### src/design/deq_pkg.sv
// ----------------------------------------------------------------------------
// Double-ended queue package
// Request codes, result status codes and the command and status bundles
// that pass between the controller and the datapath.
// ----------------------------------------------------------------------------
package deq_pkg;

    typedef enum logic [2:0] {
        REQ_PUSH_FRONT = 3'd0,
        REQ_PUSH_REAR  = 3'd1,
        REQ_POP_FRONT  = 3'd2,
        REQ_POP_REAR   = 3'd3,
        REQ_DUMP       = 3'd4
    } t_req;

    typedef enum logic [1:0] {
        ST_OK    = 2'd0,
        ST_EMPTY = 2'd1,
        ST_FULL  = 2'd2
    } t_status;

    typedef struct packed {
        logic    wr_front;
        logic    wr_rear;
        logic    rd_front;
        logic    rd_rear;
        logic    rd_dump;
        logic    idx_clr;
        logic    idx_inc;
        logic    out_load;
        t_status out_status;
        logic    out_use_rdata;
        logic    out_dump_last;
    } t_cmd;

    typedef struct packed {
        logic empty;
        logic full;
        logic dump_last;
        logic out_free;
    } t_dp_status;

endpackage

### src/design/double_ended_queue.sv
// ----------------------------------------------------------------------------
// Double-ended queue
// Bounded deque of signed words in a ring store, with push and pop at either
// end and a dump of all entries from front to rear.
//
//   Channel   Direction  Handshake              Fields
//   in        input      i_in_valid/o_in_stall   i_req_type, i_value
//   out       output     o_out_valid/i_out_stall o_status, o_data, o_last
//
// A push, an error and an ignored code are handled in the idle state alone, so these may follow
// every cycle while the result register is free. A pop reads the store into a register on acceptance;
// the pop state then loads the result from it. A dump takes the request, then steps through each
// stored entry: a store read, then a result load that waits while the result is stalled.
// Reset clears the head pointer, the count and the result valid flag.
// A stalled result holds the controller; a new request is taken while the controller
// is idle and the result register is empty or being taken.
// ----------------------------------------------------------------------------
module double_ended_queue import deq_pkg::*; #(
    parameter int DEPTH      = 16,
    parameter int DATA_WIDTH = 32
) (
    input  logic                         i_clk,
    input  logic                         i_rst_n,
    input  logic                         i_in_valid,
    output logic                         o_in_stall,
    input  logic [2:0]                   i_req_type,
    input  logic signed [DATA_WIDTH-1:0] i_value,
    output logic                         o_out_valid,
    input  logic                         i_out_stall,
    output logic [1:0]                   o_status,
    output logic signed [DATA_WIDTH-1:0] o_data,
    output logic                         o_last
);

    t_cmd       cmd;
    t_dp_status dp_status;

    deq_ctrl u_ctrl (
        .i_clk       (i_clk),
        .i_rst_n     (i_rst_n),
        .i_in_valid  (i_in_valid),
        .o_in_stall  (o_in_stall),
        .i_req_type  (i_req_type),
        .i_dp_status (dp_status),
        .o_cmd       (cmd)
    );

    deq_dpath #(
        .DEPTH      (DEPTH),
        .DATA_WIDTH (DATA_WIDTH)
    ) u_dpath (
        .i_clk       (i_clk),
        .i_rst_n     (i_rst_n),
        .i_cmd       (cmd),
        .o_dp_status (dp_status),
        .i_value     (i_value),
        .o_out_valid (o_out_valid),
        .i_out_stall (i_out_stall),
        .o_status    (o_status),
        .o_data      (o_data),
        .o_last      (o_last)
    );

endmodule

### src/design/deq_ctrl.sv
// ----------------------------------------------------------------------------
// Double-ended queue controller
// Accepts requests, sequences pops and dumps, and issues datapath commands.
// ----------------------------------------------------------------------------
module deq_ctrl import deq_pkg::*; (
    input  logic       i_clk,
    input  logic       i_rst_n,
    input  logic       i_in_valid,
    output logic       o_in_stall,
    input  logic [2:0] i_req_type,
    input  t_dp_status i_dp_status,
    output t_cmd       o_cmd
);

    typedef enum logic [3:0] {
        S_IDLE    = 4'b0001,
        S_POP     = 4'b0010,
        S_DUMP_RD = 4'b0100,
        S_DUMP_WR = 4'b1000
    } t_state;

    t_state r_state;
    t_state n_state;
    logic   accept;

    assign o_in_stall = !((r_state == S_IDLE) && i_dp_status.out_free);
    assign accept     = i_in_valid && !o_in_stall;

    always_comb begin
        n_state = r_state;
        o_cmd   = '0;
        o_cmd.out_status = ST_OK;
        unique case (r_state)
            S_IDLE: begin
                if (accept) begin
                    unique case (t_req'(i_req_type)) inside
                        REQ_PUSH_FRONT, REQ_PUSH_REAR: begin
                            o_cmd.out_load = 1'b1;
                            if (i_dp_status.full) begin
                                o_cmd.out_status = ST_FULL;
                            end else begin
                                o_cmd.wr_front = (t_req'(i_req_type) == REQ_PUSH_FRONT);
                                o_cmd.wr_rear  = (t_req'(i_req_type) == REQ_PUSH_REAR);
                            end
                        end
                        REQ_POP_FRONT, REQ_POP_REAR: begin
                            if (i_dp_status.empty) begin
                                o_cmd.out_load   = 1'b1;
                                o_cmd.out_status = ST_EMPTY;
                            end else begin
                                o_cmd.rd_front = (t_req'(i_req_type) == REQ_POP_FRONT);
                                o_cmd.rd_rear  = (t_req'(i_req_type) == REQ_POP_REAR);
                                n_state        = S_POP;
                            end
                        end
                        REQ_DUMP: begin
                            if (i_dp_status.empty) begin
                                o_cmd.out_load   = 1'b1;
                                o_cmd.out_status = ST_EMPTY;
                            end else begin
                                o_cmd.idx_clr = 1'b1;
                                n_state       = S_DUMP_RD;
                            end
                        end
                        default: begin
                        end
                    endcase
                end
            end
            S_POP: begin
                o_cmd.out_load      = 1'b1;
                o_cmd.out_use_rdata = 1'b1;
                n_state             = S_IDLE;
            end
            S_DUMP_RD: begin
                o_cmd.rd_dump = 1'b1;
                n_state       = S_DUMP_WR;
            end
            S_DUMP_WR: begin
                if (i_dp_status.out_free) begin
                    o_cmd.out_load      = 1'b1;
                    o_cmd.out_use_rdata = 1'b1;
                    o_cmd.out_dump_last = 1'b1;
                    if (i_dp_status.dump_last) begin
                        n_state = S_IDLE;
                    end else begin
                        o_cmd.idx_inc = 1'b1;
                        n_state       = S_DUMP_RD;
                    end
                end
            end
            default: begin
                n_state = S_IDLE;
            end
        endcase
    end

    always_ff @(posedge i_clk) begin
        if (!i_rst_n) begin
            r_state <= S_IDLE;
        end else begin
            r_state <= n_state;
        end
    end

endmodule

### src/design/deq_dpath.sv
// ----------------------------------------------------------------------------
// Double-ended queue datapath
// Ring store, head pointer, entry count, dump index and result register.
// ----------------------------------------------------------------------------
module deq_dpath import deq_pkg::*; #(
    parameter int DEPTH      = 16,
    parameter int DATA_WIDTH = 32
) (
    input  logic                         i_clk,
    input  logic                         i_rst_n,
    input  t_cmd                         i_cmd,
    output t_dp_status                   o_dp_status,
    input  logic signed [DATA_WIDTH-1:0] i_value,
    output logic                         o_out_valid,
    input  logic                         i_out_stall,
    output logic [1:0]                   o_status,
    output logic signed [DATA_WIDTH-1:0] o_data,
    output logic                         o_last
);

    localparam int AW = $clog2(DEPTH);
    localparam int CW = $clog2(DEPTH + 1);

    logic [DATA_WIDTH-1:0] r_mem [DEPTH];
    logic [DATA_WIDTH-1:0] r_rdata;
    logic [AW-1:0]         r_head;
    logic [AW-1:0]         n_head;
    logic [CW-1:0]         r_count;
    logic [CW-1:0]         n_count;
    logic [AW-1:0]         r_idx;
    logic                  r_out_valid;
    logic [1:0]            r_status;
    logic [DATA_WIDTH-1:0] r_data;
    logic                  r_last;

    logic [AW-1:0]         head_dec;
    logic [AW-1:0]         head_inc;
    logic [AW-1:0]         rear_wr_slot;
    logic [AW-1:0]         rear_rd_slot;
    logic [AW-1:0]         dump_slot;
    logic [AW-1:0]         wr_addr;
    logic [AW-1:0]         rd_addr;
    logic                  wr_en;
    logic                  rd_en;
    logic                  dump_last;

    function automatic logic [AW-1:0] wrap(input logic [AW:0] sum);
        logic [AW:0] red;
        red = (sum >= (AW+1)'(DEPTH)) ? sum - (AW+1)'(DEPTH) : sum;
        return red[AW-1:0];
    endfunction

    assign head_dec     = (r_head == '0) ? AW'(DEPTH - 1) : r_head - 1'b1;
    assign head_inc     = wrap((AW+1)'(r_head) + 1'b1);
    assign rear_wr_slot = wrap((AW+1)'(r_head) + (AW+1)'(r_count));
    assign rear_rd_slot = wrap((AW+1)'(r_head) + (AW+1)'(r_count) - 1'b1);
    assign dump_slot    = wrap((AW+1)'(r_head) + (AW+1)'(r_idx));
    assign dump_last    = ((AW+1)'(r_idx) + 1'b1) == (AW+1)'(r_count);

    assign wr_en   = i_cmd.wr_front || i_cmd.wr_rear;
    assign wr_addr = i_cmd.wr_front ? head_dec : rear_wr_slot;
    assign rd_en   = i_cmd.rd_front || i_cmd.rd_rear || i_cmd.rd_dump;
    assign rd_addr = i_cmd.rd_front ? r_head : (i_cmd.rd_rear ? rear_rd_slot : dump_slot);

    always_comb begin
        n_head  = r_head;
        n_count = r_count;
        if (i_cmd.wr_front) begin
            n_head = head_dec;
        end
        if (i_cmd.rd_front) begin
            n_head = head_inc;
        end
        if (wr_en) begin
            n_count = r_count + 1'b1;
        end
        if (i_cmd.rd_front || i_cmd.rd_rear) begin
            n_count = r_count - 1'b1;
        end
    end

    always_ff @(posedge i_clk) begin
        if (wr_en) begin
            r_mem[wr_addr] <= i_value;
        end
        if (rd_en) begin
            r_rdata <= r_mem[rd_addr];
        end
    end

    always_ff @(posedge i_clk) begin
        if (!i_rst_n) begin
            r_head      <= '0;
            r_count     <= '0;
            r_out_valid <= 1'b0;
        end else begin
            r_head  <= n_head;
            r_count <= n_count;
            if (i_cmd.out_load) begin
                r_out_valid <= 1'b1;
            end else if (!i_out_stall) begin
                r_out_valid <= 1'b0;
            end
        end
    end

    always_ff @(posedge i_clk) begin
        if (i_cmd.idx_clr) begin
            r_idx <= '0;
        end else if (i_cmd.idx_inc) begin
            r_idx <= r_idx + 1'b1;
        end
        if (i_cmd.out_load) begin
            r_status <= i_cmd.out_status;
            r_data   <= i_cmd.out_use_rdata ? r_rdata : '0;
            r_last   <= i_cmd.out_dump_last ? dump_last : 1'b1;
        end
    end

    assign o_dp_status.empty     = (r_count == '0);
    assign o_dp_status.full      = (r_count == CW'(DEPTH));
    assign o_dp_status.dump_last = dump_last;
    assign o_dp_status.out_free  = !r_out_valid || !i_out_stall;

    assign o_out_valid = r_out_valid;
    assign o_status    = r_status;
    assign o_data      = r_data;
    assign o_last      = r_last;

endmodule

### config.mk
export PLATFORM = sky130hd
export DESIGN_NAME = double_ended_queue
export DESIGN_NICKNAME = d
export VERILOG_FILES = /design/src/design/deq_pkg.sv /design/src/design/double_ended_queue.sv /design/src/design/deq_ctrl.sv /design/src/design/deq_dpath.sv
export SDC_FILE = /design/constraint.sdc
export NUM_CORES = 1
export LEC_CHECK = 0
export BUFFER_PORTS_ARGS = -buffer_cell sky130_fd_sc_hd__buf_2
export CAP_MARGIN = 20
export CORE_MARGIN = 2
export CORE_UTILIZATION = 43
export CTS_BUF_LIST = sky130_fd_sc_hd__clkbuf_8
export CTS_CLUSTER_SIZE = 10
export DETAILED_ROUTE_END_ITERATION = 8
export PLACE_DENSITY = 0.7
export SYNTH_ARGS = -nofsm -noshare
export SYNTH_HDL_FRONTEND = slang
export SYNTH_HIERARCHICAL = 1
export SYNTH_SLANG_ARGS = --single-unit
### constraint.sdc
create_clock -name i_clk -period 6.4 [get_ports i_clk]
set_input_delay 1.6 -clock i_clk [delete_from_list [all_inputs] [get_ports i_clk]]
set_output_delay 1.6 -clock i_clk [all_outputs]
set_load 0.1 [all_outputs]
==> flow_summary.yaml <==
outcome:
  status: "finished, final reports clean"
layout:
  fillers: 4474
  nNetsFinal: 1561
  finalCoreUtilization: 0.492
  final_cells: 2320
  area.growth.synth_to_final_pct: 13.3
  layout-drive-gt1-share: 0.225
critical_path:
  crit_chain: "buf_2 -> nand2_1 -> nand3_2 -> nor4_1 -> nor2b_1 -> mux2i_1 -> nand2_1 -> nor2_4 -> buf_4"
  cpMostUsedCell: "nand2_1"
  cp_data_arrival_time_ns: 4.97
  path_delay_family: "simple AND/OR/NAND/NOR gates"
  reg2reg_from: "u_dpath/r_count[1]"
  crit_fanout: 24
  cpMaxStageDelayCell: "nor2b_1"
  cp-start-kind: "input pin"
  crit_type: "input pin to register"
  max_stage_delay_ns: 0.64
  critPathBufInv: 2
  cp.required_ns: 6.69
  crit_start: "i_out_stall"
  cp-end-kind: "register"
floorplanning:
  rows: 86
  die_width_um: 240
  die_area_um2: 57400
  io_pins: 76
  core_um2: 55000
  dieHeight_um: 240
  start_util: 0.434
drt:
  wl_per_cell_um: 22.5
  drtIter0Drc: 1070
  route.detailed.drc: 0
  vias: 12781
  dr.pass1.iters: 6
  avgViaCountPerCell: 5.51
  drt_wl_total_um: 52300
  drtAntennaViolNets: 0
timing:
  slew_viol_final: 0
  fin_crit_ns: 4.69
  timing.hold.ws_ns: 0.523
  setup_viol: 0
  fin_crit_sh: 0.732
  hold_violations: 0
  finalSetupTns_ns: 0
  fmax_mhz: 213
  slew_headroom: 0.234
  skew_ns: 0.0525
  worst_pin_slew_ns: 1.15
  rsz0062_at_grt: "false"
  setup_ws_ns: 1.71
placed_design:
  dp_hpwl_um: 28800
  place.gp.congestion: 0.783
  portBuffers: 75
  place_worst_setup_slack_ns: 1.15
  dp_cells: 2160
global_routing:
  grt-ovfl-total: 0
  grt_pass1_vias: 12846
  grtUsageTotal: 0.183
  grt_max_degree: 63
  antenna_found_initial: 2
  grt_first_pass_wirelength_um: 78300
yosys:
  synth.avg_cell_area_um2: 17.5
  postSynthCellCount: 1368
  synthArstFlopShare: 0
  ys.flop_type: "edfxtp_1"
  netlist_area_um2: 23900
  synth-seq-cells: 597
  yosysWarnings: 6
  synth_cell_types: 61
  synth_edf_count: 579
  synthesis.nets: 1423
  ys_seq_area_frac: 0.743
cts:
  clock_sinks: 597
  insertion_delay_ns: 0.69
  h-tree-depth: 3
  cts_tree: "built"
  postCtsSetupBuffers: 0
  cts_buffers: 92
  ctsHoldBuffers: 0
  cts-root-buf: "clkbuf_8"
  cts_resized: 0
  clk_path_buf_depth: 3
  clk_pin_slew_ns: 0.06
pwr:
  peakVddDrop_mv: 0.159
  powerDensity_nw_per_um2: 294
  p_leak_uw: 0.00942
job:
  max_cap_violations: 0
worst_hold_path:
  hold_path.class: "register to register"
  hold_start: "u_dpath/r_rdata[5]"
-- state kept, by name, summed over array words and instances (netlist names), 2 cells and up --
| register | cells |
|---|---|
| u_dpath/r_idx | 4 |
| u_dpath/r_rdata | 32 |
| u_ctrl/r_state | 4 |
| u_dpath/r_head | 4 |
| u_dpath/o_status | 2 |
| u_dpath/o_data | 32 |
| u_dpath/r_count | 5 |
| u_dpath/r_mem | 512 |
-- path summary, 6_finish.rpt --
kind	end	slack (ns)	cells past startpoint
worst min register to register	u_dpath/o_data[5]	0.52	1
worst max-delay path	u_dpath/r_mem[5][18]	1.71	9
worst min-delay path	u_dpath/o_data[5]	0.52	1
worst max register to register	u_dpath/r_rdata[6]	1.89	12
-- cell usage in the layout (no fill, tap or decap), drive strengths merged, types with 3 or more instances in the layout --
cell type and instances:
edfxtp 579, ha 13, mux4 64, clkbuf 94
o31ai 5, buf 122, nor4b 4, dfxtp 18
xor2 6, nand3 4, and3 3, nor3 6
and2 39, mux2i 102, a21o 3, inv 45
o21ai 11, nor2 32, a221oi 32, xnor2 13
clkinv 31, nor2b 12, a32oi 33, nand2b 10
nand2 151, fa 3, a21oi 107
-- cells by family (layout without fill, tap and decap cells) --
group,count (synthesis),after routing,share of synthesized area
buffers and inverters,91,294,0.0193
multiplexers,167,167,0.104
adder cells (fa/ha/maj),16,16,0.00933
flip-flops,597,597,0.743
XOR/XNOR,19,19,0.00697
AND/OR/NAND/NOR,272,272,0.0542
AO/OA/AOI/OAI,206,206,0.0636
other,0,1,0
-- area by class of cell --
| cell class | count | area [µm²] | share of cell area |
|---|---|---|---|
| clock inverter | 65 | 328 | 0.0121 |
| sequential | 597 | 17700 | 0.656 |
| clock buffer | 94 | 1290 | 0.0478 |
| multi-input combinational | 680 | 5840 | 0.216 |
| inverter | 13 | 48.8 | 0.00180 |
| tap | 748 | 936 | 0.0346 |
| timing repair buffer | 122 | 866 | 0.0320 |
| antenna | 1 | 2.50 | 0.0000925 |
-- per-layer routing --
metal,GRT usage,wire (µm),share of wire,vias to the layer above
met3,0.0355,3550,0.068,87
met1,0.258,22900,0.44,6577
li1,-,-,-,5668
met2,0.287,24800,0.47,449
met4,0.0636,1080,0.021,0
met5,0,0,0,-
-- synth_stat cells (all sizes together) (3+ instances only) --
cell type  number  area (µm²)
a21o            3        22.5
dfxtp          18         360
o31ai           5        56.3
and3            3        18.8
nand3           4        25.0
and2           39         244
mux4           64        1440
a221oi         32         405
nand2         151         567
a32oi          33         289
buf            60         344
mux2i         102        1020
nor2b          12        77.6
ha             13         163
nand2b         10        62.6
fa              3        60.1
o21ai          11        55.1
xnor2          13         114
nor4b           4        65.1
nor2           32         120
a21oi         107         536
clkbuf         18        67.6
xor2            6        52.6
edfxtp        579       17400
nor3            6        30.0
inv            13        48.8
-- report_power, final --
part	total (µW)	switching, µW	internal [µW]
registers	4370	19.1	4350
clock network	2850	1440	1410
logic	745	497	247
-- stage by stage --
stage          cell area (µm²)  total power [µW]
4_1_cts                  27100              8050
6_report                 27100              7960
3_3_place_gp             25400              5180
3_5_place_dp             25400              5200
2_1_floorplan            23900              4970
5_1_grt                  27100              8240
-- worst reg2reg max path: stages, from the launching register on --
cell,delay [ns]
dfxtp_1,0.40
or4_1,0.57
nor2_1,0.47
nor4b_4,0.11
nor2b_1,0.16
buf_4,0.20
inv_1,0.16
nand2_1,0.17
o311ai_4,1.00
buf_4,0.42
buf_4,0.23
mux2i_1,0.21
mux2i_1,0.10
(Power assumes the default switching activity.)
